--- config.mk ---
export PLATFORM = sky130hd
export DESIGN_NAME = stereo_linear_resampler_core
export DESIGN_NICKNAME = d
export VERILOG_FILES = /design/src/hw/rtl/slr_pkg.sv /design/src/hw/rtl/slr_ctrl.sv /design/src/hw/rtl/slr_datapath.sv /design/src/hw/rtl/stereo_linear_resampler_core.sv
export SDC_FILE = /design/constraint.sdc
export NUM_CORES = 2
export LEC_CHECK = 0
export BUFFER_PORTS_ARGS = -buffer_cell sky130_fd_sc_hd__buf_2
export CORE_ASPECT_RATIO = 1.4
export CORE_MARGIN = 5
export CORE_UTILIZATION = 48
export DETAILED_ROUTE_END_ITERATION = 8
export PLACE_DENSITY = 0.75
export SLEW_MARGIN = 10
export SYNTH_ARGS = -nofsm -noshare
export SYNTH_HDL_FRONTEND = slang
export SYNTH_SLANG_ARGS = --single-unit
--- constraint.sdc ---
create_clock -name clk_i -period 10 [get_ports clk_i]
set_input_delay 2.5 -clock clk_i [delete_from_list [all_inputs] [get_ports clk_i]]
set_output_delay 2.5 -clock clk_i [all_outputs]
set_load 0.01 [all_outputs]
--- src/hw/rtl/slr_pkg.sv ---
// Package for the stereo linear resampler: word types, controller/datapath
// command and status structs, register indexes and sizing constants.
// No dependencies.
package slr_pkg;

  localparam int SAMPLE_BITS     = 24;
  localparam int DEF_FRAC_BITS   = 16;
  localparam int DEF_INDEX_BITS  = 32;
  localparam int STEP_BITS       = 23;
  localparam int LIMIT_BITS      = 32;
  localparam int CFG_DATA_BITS   = 32;
  localparam int MAX_RESULTS     = 64;
  localparam int CNT_BITS        = $clog2(MAX_RESULTS + 1);

  localparam logic REG_PHASE_STEP  = 1'b0;
  localparam logic REG_FRAME_LIMIT = 1'b1;

  typedef struct packed {
    logic signed [SAMPLE_BITS-1:0] left_in;
    logic signed [SAMPLE_BITS-1:0] right_in;
    logic                          last_frame;
  } in_word_t;

  typedef struct packed {
    logic signed [SAMPLE_BITS-1:0] left_out;
    logic signed [SAMPLE_BITS-1:0] right_out;
    logic                          sample_valid;
    logic                          stream_end;
  } out_word_t;

  typedef struct packed {
    logic accept;
    logic mult;
    logic jump;
    logic blend;
    logic commit;
    logic set_ended;
    logic flush;
  } ctl_cmd_t;

  typedef struct packed {
    logic finished;
    logic have_prev;
    logic last;
    logic ended;
    logic at_end;
    logic limit_hit;
    logic cnt_full;
    logic hold_valid;
    logic out_free;
  } ctl_stat_t;

endpackage

--- src/hw/rtl/slr_ctrl.sv ---
// Sequencing controller of the stereo linear resampler.
// Depends on slr_pkg; drives the datapath through ctl_cmd_t, reads ctl_stat_t.
module slr_ctrl
  import slr_pkg::*;
(
  input  logic      clk_i,
  input  logic      rst_ni,
  input  logic      in_valid_i,
  output logic      in_stall_o,
  input  ctl_stat_t stat_i,
  output ctl_cmd_t  cmd_o
);

  typedef enum logic [2:0] {
    ST_IDLE,
    ST_CHECK,
    ST_BLEND,
    ST_COMMIT,
    ST_FINISH
  } state_e;

  state_e state_q, state_d;
  logic   sweep2_q, sweep2_d;

  assign in_stall_o = (state_q != ST_IDLE);

  always_comb begin
    cmd_o    = '0;
    state_d  = state_q;
    sweep2_d = sweep2_q;
    case (state_q)
      ST_IDLE: begin
        if (in_valid_i) begin
          cmd_o.accept = 1'b1;
          sweep2_d     = 1'b0;
          if (stat_i.finished) begin
            state_d = ST_IDLE;
          end else if (stat_i.have_prev) begin
            state_d = ST_CHECK;
          end else begin
            state_d = ST_COMMIT;
          end
        end
      end
      ST_CHECK: begin
        if (stat_i.at_end) begin
          state_d = sweep2_q ? ST_FINISH : ST_COMMIT;
        end else if (stat_i.limit_hit) begin
          cmd_o.set_ended = 1'b1;
          state_d = sweep2_q ? ST_FINISH : ST_COMMIT;
        end else if (stat_i.cnt_full) begin
          cmd_o.jump = 1'b1;
          state_d = sweep2_q ? ST_FINISH : ST_COMMIT;
        end else begin
          cmd_o.mult = 1'b1;
          state_d = ST_BLEND;
        end
      end
      ST_BLEND: begin
        if (!stat_i.hold_valid || stat_i.out_free) begin
          cmd_o.blend = 1'b1;
          state_d = ST_CHECK;
        end
      end
      ST_COMMIT: begin
        cmd_o.commit    = 1'b1;
        cmd_o.set_ended = stat_i.last | stat_i.limit_hit;
        if (stat_i.last && !stat_i.ended) begin
          sweep2_d = 1'b1;
          state_d  = ST_CHECK;
        end else begin
          state_d  = ST_FINISH;
        end
      end
      ST_FINISH: begin
        if (stat_i.out_free) begin
          cmd_o.flush = 1'b1;
          state_d = ST_IDLE;
        end
      end
      default: begin
        state_d = ST_IDLE;
      end
    endcase
  end

  always_ff @(posedge clk_i or negedge rst_ni) begin
    if (!rst_ni) begin
      state_q  <= ST_IDLE;
      sweep2_q <= 1'b0;
    end else begin
      state_q  <= state_d;
      sweep2_q <= sweep2_d;
    end
  end

endmodule

--- src/hw/rtl/slr_datapath.sv ---
// Datapath of the stereo linear resampler: frame and position state,
// blend multipliers, pending-sample and output registers, config registers.
// Depends on slr_pkg; commanded by slr_ctrl.
module slr_datapath
  import slr_pkg::*;
#(
  parameter int FRAC_BITS  = DEF_FRAC_BITS,
  parameter int INDEX_BITS = DEF_INDEX_BITS
) (
  input  logic                     clk_i,
  input  logic                     rst_ni,
  input  logic                     cfg_we_i,
  input  logic                     cfg_idx_i,
  input  logic [CFG_DATA_BITS-1:0] cfg_data_i,
  input  in_word_t                 in_data_i,
  output logic                     out_valid_o,
  input  logic                     out_stall_i,
  output out_word_t                out_data_o,
  input  ctl_cmd_t                 cmd_i,
  output ctl_stat_t                stat_o
);

  localparam int POS_BITS  = INDEX_BITS + FRAC_BITS;
  localparam int LIM_W     = (INDEX_BITS > LIMIT_BITS) ? INDEX_BITS : LIMIT_BITS;
  localparam int DIFF_BITS = SAMPLE_BITS + 1;
  localparam int PROD_BITS = SAMPLE_BITS + FRAC_BITS + 2;

  logic [STEP_BITS-1:0]  phase_step_q;
  logic [LIMIT_BITS-1:0] frame_limit_q;

  logic                  have_prev_q, finished_q, ended_q, last_q, sel_cur_q;
  logic [INDEX_BITS-1:0] frame_index_q;
  logic [POS_BITS-1:0]   pos_q;
  logic [INDEX_BITS:0]   end_q;
  logic [CNT_BITS-1:0]   cnt_q;
  logic                  hold_valid_q, out_valid_q;

  logic signed [SAMPLE_BITS-1:0] prev_l_q, prev_r_q, cur_l_q, cur_r_q;
  logic signed [SAMPLE_BITS-1:0] hold_l_q, hold_r_q;
  logic signed [PROD_BITS-1:0]   prod_l_q, prod_r_q;
  out_word_t                     out_q;

  logic [INDEX_BITS-1:0]         pos_int;
  logic signed [FRAC_BITS:0]     frac_s;
  logic signed [SAMPLE_BITS-1:0] a_l, a_r;
  logic signed [DIFF_BITS-1:0]   diff_l, diff_r;
  logic signed [PROD_BITS-1:0]   sum_l, sum_r;
  logic [STEP_BITS-1:0]          step_eff;
  logic                          out_free;

  assign pos_int  = pos_q[POS_BITS-1:FRAC_BITS];
  assign frac_s   = signed'({1'b0, pos_q[FRAC_BITS-1:0]});
  assign a_l      = sel_cur_q ? cur_l_q : prev_l_q;
  assign a_r      = sel_cur_q ? cur_r_q : prev_r_q;
  assign diff_l   = DIFF_BITS'(cur_l_q) - DIFF_BITS'(a_l);
  assign diff_r   = DIFF_BITS'(cur_r_q) - DIFF_BITS'(a_r);
  assign sum_l    = PROD_BITS'(a_l) + (prod_l_q >>> FRAC_BITS);
  assign sum_r    = PROD_BITS'(a_r) + (prod_r_q >>> FRAC_BITS);
  assign step_eff = (phase_step_q == '0) ? STEP_BITS'(1) : phase_step_q;
  assign out_free = !out_valid_q || !out_stall_i;

  assign stat_o.finished   = finished_q;
  assign stat_o.have_prev  = have_prev_q;
  assign stat_o.last       = last_q;
  assign stat_o.ended      = ended_q;
  assign stat_o.at_end     = {1'b0, pos_int} >= end_q;
  assign stat_o.limit_hit  = (frame_limit_q != '0) && (LIM_W'(pos_int) >= LIM_W'(frame_limit_q));
  assign stat_o.cnt_full   = cnt_q >= CNT_BITS'(MAX_RESULTS);
  assign stat_o.hold_valid = hold_valid_q;
  assign stat_o.out_free   = out_free;

  assign out_valid_o = out_valid_q;
  assign out_data_o  = out_q;

  always_ff @(posedge clk_i or negedge rst_ni) begin
    if (!rst_ni) begin
      phase_step_q  <= STEP_BITS'(65536);
      frame_limit_q <= '0;
      have_prev_q   <= 1'b0;
      finished_q    <= 1'b0;
      ended_q       <= 1'b0;
      last_q        <= 1'b0;
      sel_cur_q     <= 1'b0;
      frame_index_q <= '0;
      pos_q         <= '0;
      end_q         <= '0;
      cnt_q         <= '0;
      hold_valid_q  <= 1'b0;
      out_valid_q   <= 1'b0;
      prev_l_q      <= '0;
      prev_r_q      <= '0;
    end else begin
      if (cfg_we_i) begin
        case (cfg_idx_i)
          REG_PHASE_STEP:  phase_step_q  <= cfg_data_i[STEP_BITS-1:0];
          REG_FRAME_LIMIT: frame_limit_q <= cfg_data_i[LIMIT_BITS-1:0];
          default: ;
        endcase
      end
      if ((cmd_i.blend && hold_valid_q) || (cmd_i.flush && (hold_valid_q || ended_q))) begin
        out_valid_q <= 1'b1;
      end else if (out_valid_q && !out_stall_i) begin
        out_valid_q <= 1'b0;
      end
      if (cmd_i.accept) begin
        last_q    <= in_data_i.last_frame;
        ended_q   <= 1'b0;
        cnt_q     <= '0;
        sel_cur_q <= 1'b0;
        end_q     <= {1'b0, frame_index_q};
      end
      if (cmd_i.mult) begin
        pos_q <= pos_q + POS_BITS'(step_eff);
        cnt_q <= cnt_q + CNT_BITS'(1);
      end
      if (cmd_i.jump) begin
        pos_q <= {end_q[INDEX_BITS-1:0], {FRAC_BITS{1'b0}}};
      end
      if (cmd_i.blend) begin
        hold_valid_q <= 1'b1;
      end
      if (cmd_i.commit) begin
        prev_l_q      <= cur_l_q;
        prev_r_q      <= cur_r_q;
        have_prev_q   <= 1'b1;
        frame_index_q <= frame_index_q + INDEX_BITS'(1);
        end_q         <= {1'b0, frame_index_q} + (INDEX_BITS + 1)'(1);
        sel_cur_q     <= 1'b1;
      end
      if (cmd_i.set_ended) begin
        ended_q <= 1'b1;
      end
      if (cmd_i.flush) begin
        hold_valid_q <= 1'b0;
        finished_q   <= finished_q | ended_q;
      end
    end
  end

  always_ff @(posedge clk_i) begin
    if (cmd_i.accept) begin
      cur_l_q <= in_data_i.left_in;
      cur_r_q <= in_data_i.right_in;
    end
    if (cmd_i.mult) begin
      prod_l_q <= PROD_BITS'(diff_l * frac_s);
      prod_r_q <= PROD_BITS'(diff_r * frac_s);
    end
    if (cmd_i.blend) begin
      hold_l_q <= sum_l[SAMPLE_BITS-1:0];
      hold_r_q <= sum_r[SAMPLE_BITS-1:0];
      if (hold_valid_q) begin
        out_q <= '{left_out: hold_l_q, right_out: hold_r_q,
                   sample_valid: 1'b1, stream_end: 1'b0};
      end
    end
    if (cmd_i.flush) begin
      if (hold_valid_q) begin
        out_q <= '{left_out: hold_l_q, right_out: hold_r_q,
                   sample_valid: 1'b1, stream_end: ended_q};
      end else if (ended_q) begin
        out_q <= '{left_out: '0, right_out: '0, sample_valid: 1'b0, stream_end: 1'b1};
      end
    end
  end

endmodule

--- src/hw/rtl/stereo_linear_resampler_core.sv ---
// Stereo linear-interpolation resampler core: top level joining the
// controller and the datapath. Depends on slr_pkg, slr_ctrl, slr_datapath.
//
// Input channel in_valid_i/in_stall_o/in_data_i carries one stereo source
// frame per word, last_frame on the final one. Output channel
// out_valid_o/out_stall_i/out_data_o carries interpolated samples; the final
// word of the stream has stream_end set, and a word with sample_valid low is
// a bare end mark. Config: cfg_we_i writes cfg_data_i into register cfg_idx_i
// (0 phase_step, 1 frame_limit) at the clock edge; write only while idle.
// One frame is worked at a time. Every sample is a multiply step and an add
// step on one shared multiplier per channel; every sweep ends with an end
// check, and a commit and a flush close the frame. A sample passes from the
// product register to the pending register and then to the output register.
// While the receiver stalls, the output register holds its word, one finished
// sample waits in a pending register, and the sweep waits; a frame is
// accepted again once the flush is done.
// Reset clears position, frame index, previous frame and the end state and
// sets phase_step to 1.0; after the end of the stream, frames are accepted
// and dropped until reset.
module stereo_linear_resampler_core
  import slr_pkg::*;
#(
  parameter int FRAC_BITS  = DEF_FRAC_BITS,
  parameter int INDEX_BITS = DEF_INDEX_BITS
) (
  input  logic                     clk_i,
  input  logic                     rst_ni,
  input  logic                     cfg_we_i,
  input  logic                     cfg_idx_i,
  input  logic [CFG_DATA_BITS-1:0] cfg_data_i,
  input  logic                     in_valid_i,
  output logic                     in_stall_o,
  input  in_word_t                 in_data_i,
  output logic                     out_valid_o,
  input  logic                     out_stall_i,
  output out_word_t                out_data_o
);

  ctl_cmd_t  cmd;
  ctl_stat_t stat;

  slr_ctrl u_ctrl (
    .clk_i      (clk_i),
    .rst_ni     (rst_ni),
    .in_valid_i (in_valid_i),
    .in_stall_o (in_stall_o),
    .stat_i     (stat),
    .cmd_o      (cmd)
  );

  slr_datapath #(
    .FRAC_BITS  (FRAC_BITS),
    .INDEX_BITS (INDEX_BITS)
  ) u_datapath (
    .clk_i       (clk_i),
    .rst_ni      (rst_ni),
    .cfg_we_i    (cfg_we_i),
    .cfg_idx_i   (cfg_idx_i),
    .cfg_data_i  (cfg_data_i),
    .in_data_i   (in_data_i),
    .out_valid_o (out_valid_o),
    .out_stall_i (out_stall_i),
    .out_data_o  (out_data_o),
    .cmd_i       (cmd),
    .stat_o      (stat)
  );

endmodule

==> flow_summary.toml <==
[detailed_routing]
wl_per_cell_microns = 19.1
routedLengthMet1_microns = 49600
firstDrtPassIters = 7
drt_wl_total_microns = 136000
drcViolationCount = 0
drt_iter0_drc = 2771
via_per_inst = 5.54
met2_length_microns = 70000
ant_nets = 0
dr_wl_met3_microns = 7770
highest_layer = "met5"
vias = 39500

[pwr]
ir_worst_vdd_uv = 146
power.density_nw_per_um2 = 74.1
finalPower_mw = 4.19
leakagePower_nw = 28.3

[worst_setup_path]
endpoint_kind = "register"
crit_end = "u_datapath.prod_r_q[39]"
reg2reg_depth = 35
critPathLaunch = "u_datapath.sel_cur_q"
cp_top_family = "adder cells"
r2r-start = "u_datapath.sel_cur_q"
cp_num_buf_inv = 6
rr_endpoint = "u_datapath.prod_r_q[39]"
crit_path_top_delay_cell = "dfrtp_4"
critPathMaxFanout = 17
critPathArrivalTime_ns = 9.90
critPathMostFrequentCell = "fa_1"
worstPathRequired_ns = 10.37
max_stage_delay_ns = 0.58
crit_type = "register to register"
startpoint_type = "register"
r2r_slack_ns = 0.46
worstSetupPathDepth = 35

[die]
core_area_sq_um = 109000
die_x_microns = 290
die_y_microns = 402
initial_core_util = 0.484
num_rows = 143
die_area_sq_um = 117000
pin_count = 139

[sta]
finalSetupViolations = 0
hold_violations = 0
fin_skew_ns = 0.0570
finalMaxSlewViolations = 0
period_needed_ns = 9.54
fmax_mhz = 105
relSlewSlack = 0.257
setup_tns_ns = 0
grt_setup_unrepaired = "false"
worst_pin_slew_ns = 1.11
period_share = 0.954

[cells_and_area]
final_common_cell = "inv_1"
stdcell_count = 7132
syn2layout_area_growth_pct = 7.43
final_nets = 6858
mostFrequentLayoutCells = "inv_1 (1,064), fa_1 (748), nand2_1 (731)"
drive_gt1_frac = 0.0850

[yosys]
synth_cell_types = 96
ys_async_sr_fraction = 0.547
syn_inst = 5633
syn_nets = 6850
synth_edf_count = 144
synth.ff_latch_count = 428
synth_top_flop_cell = "dfrtp_1"
netlist_area_sq_um = 52700
synth_area_per_cell_sq_um = 9.35
synth-warning-count = 0
seq_area_frac_synth = 0.212

[clock_tree]
numCtsBuffers = 47
cts_tree = "built"
clk_pin_slew_worst_paths_ns = 0.08
cts_buffer_depth = 3
h-tree-depth = 2
root_buffer = "clkbuf_16"
cts.sink_count = 428
clock_latency_ns = 0.64

[place]
io_buffer_count = 138
dpl.hpwl_microns = 104000
place.gp.congestion = 0.906
dp_cells = 7041

[worst_hold_path]
min_path_type = "register to register"

[global_route]
grt_pass1_vias = 42500
antenna_found_initial = 3
grt_util_all_layers = 0.232
grt_pass1_wl_microns = 220000
grt_max_degree = 102
grt-ovfl-total = 0

[status]
run_status = "finished, final reports clean"

[job]
drv_cap = 0
==> worst register-to-register path, delay by kind of cell (launching register included) <==
family | cells | cell delay [ns]
adder cells (fa/ha/maj) | 8 | 3.71
AO/OA/AOI/OAI | 16 | 3.35
buffers and inverters | 6 | 0.85
flip-flops | 1 | 0.58
AND/OR/NAND/NOR | 3 | 0.43
multiplexers | 1 | 0.27
XOR/XNOR | 1 | 0.09
==> stage by stage <==
stage	instance area, sq um	hold WS (ns)	worst slack (ns)	util
after floorplan	52700	0.441	0.509	-
after global placement	54900	0.443	0.482	0.505
after detailed placement	54900	0.450	0.281	0.505
after CTS	56500	0.434	0.205	0.520
after global routing	56600	0.459	0.00555	0.520
final	56600	0.435	0.463	0.520
==> sequential cells by signal (all words and copies together) (netlist names), 24 cells and up <==
signal                    count
u_datapath.cur_r_q           24
u_datapath.hold_l_q          24
u_datapath.frame_limit_q     32
u_datapath.pos_q             48
u_datapath.prev_r_q          24
u_datapath.prod_r_q          24
u_datapath.out_data_o        50
u_datapath.frame_index_q     32
u_datapath.hold_r_q          24
u_datapath.prev_l_q          24
u_datapath.end_q             33
u_datapath.prod_l_q          24
u_datapath.cur_l_q           24
==> metal layers <==
metal / global-route usage / vias to the layer above
met5: 0 / -
met4: 0.124 / 2
met3: 0.0317 / 449
met2: 0.425 / 1331
met1: 0.263 / 19800
li1: - / 17900
==> cells in the mapped netlist (all sizes together), types with 65 or more instances <==
| cell | count | area, sq um |
|---|---|---|
| edfxtp | 144 | 4320 |
| a21oi | 151 | 759 |
| a21o | 82 | 616 |
| o21ai | 105 | 529 |
| clkbuf | 246 | 925 |
| fa | 748 | 15000 |
| inv | 1067 | 4010 |
| nor2 | 132 | 503 |
| xor2 | 65 | 569 |
| nand2 | 732 | 2750 |
| and2 | 313 | 1960 |
| xnor2 | 137 | 1200 |
| nor2b | 120 | 751 |
| ha | 382 | 4780 |
| dfrtp | 233 | 5830 |
| nand3 | 86 | 430 |
| mux2 | 90 | 1010 |
==> kinds of logic after synthesis <==
logic type / Yosys count / share of synthesized area
DFF: 428 / 0.212
and+or+nand+nor: 1663 / 0.155
xor gates and xnor gates: 202 / 0.0336
adders and majority gates: 1139 / 0.377
muxes: 146 / 0.0299
AOI/OAI and AO/OA: 703 / 0.0952
buffers and inverters: 1352 / 0.0972
==> power breakdown <==
group	internal (mW)	leakage, nW	switching [mW]
clock network	0.998	0.777	0.814
logic	0.155	22.8	0.324
registers	1.85	4.74	0.0530
==> area by class of cell <==
class	instances	area [sq um]
fillers	9751	52200
multi-input cells	3853	36500
flip-flops and latches	428	11200
inverters	1068	4010
well taps	1450	1810
repair buffers	243	1500
clock buffers	54	1240
clock inverters	34	357
diodes	2	5.00
==> timing repair <==
item	CTS	global route
hold buffers	0	0
setup endpoints to repair	0	12
resized for setup	0	9
setup buffers	0	1
==> worst min path at each step <==
stage                                 start                         to  slack [ns]  cells after the start
finish              u_datapath.hold_l_q[21]  u_datapath.out_data_o[47]        0.44                      1
global route        u_datapath.hold_l_q[21]  u_datapath.out_data_o[47]        0.46                      1
CTS                 u_datapath.hold_l_q[21]  u_datapath.out_data_o[47]        0.43                      1
detailed placement   u_datapath.hold_l_q[5]  u_datapath.out_data_o[31]        0.45                      1
global placement     u_datapath.hold_r_q[2]   u_datapath.out_data_o[4]        0.44                      1
floorplan            u_datapath.have_prev_q     u_datapath.have_prev_q        0.44                      1
Note: power is estimated with default switching activity, not from simulation.
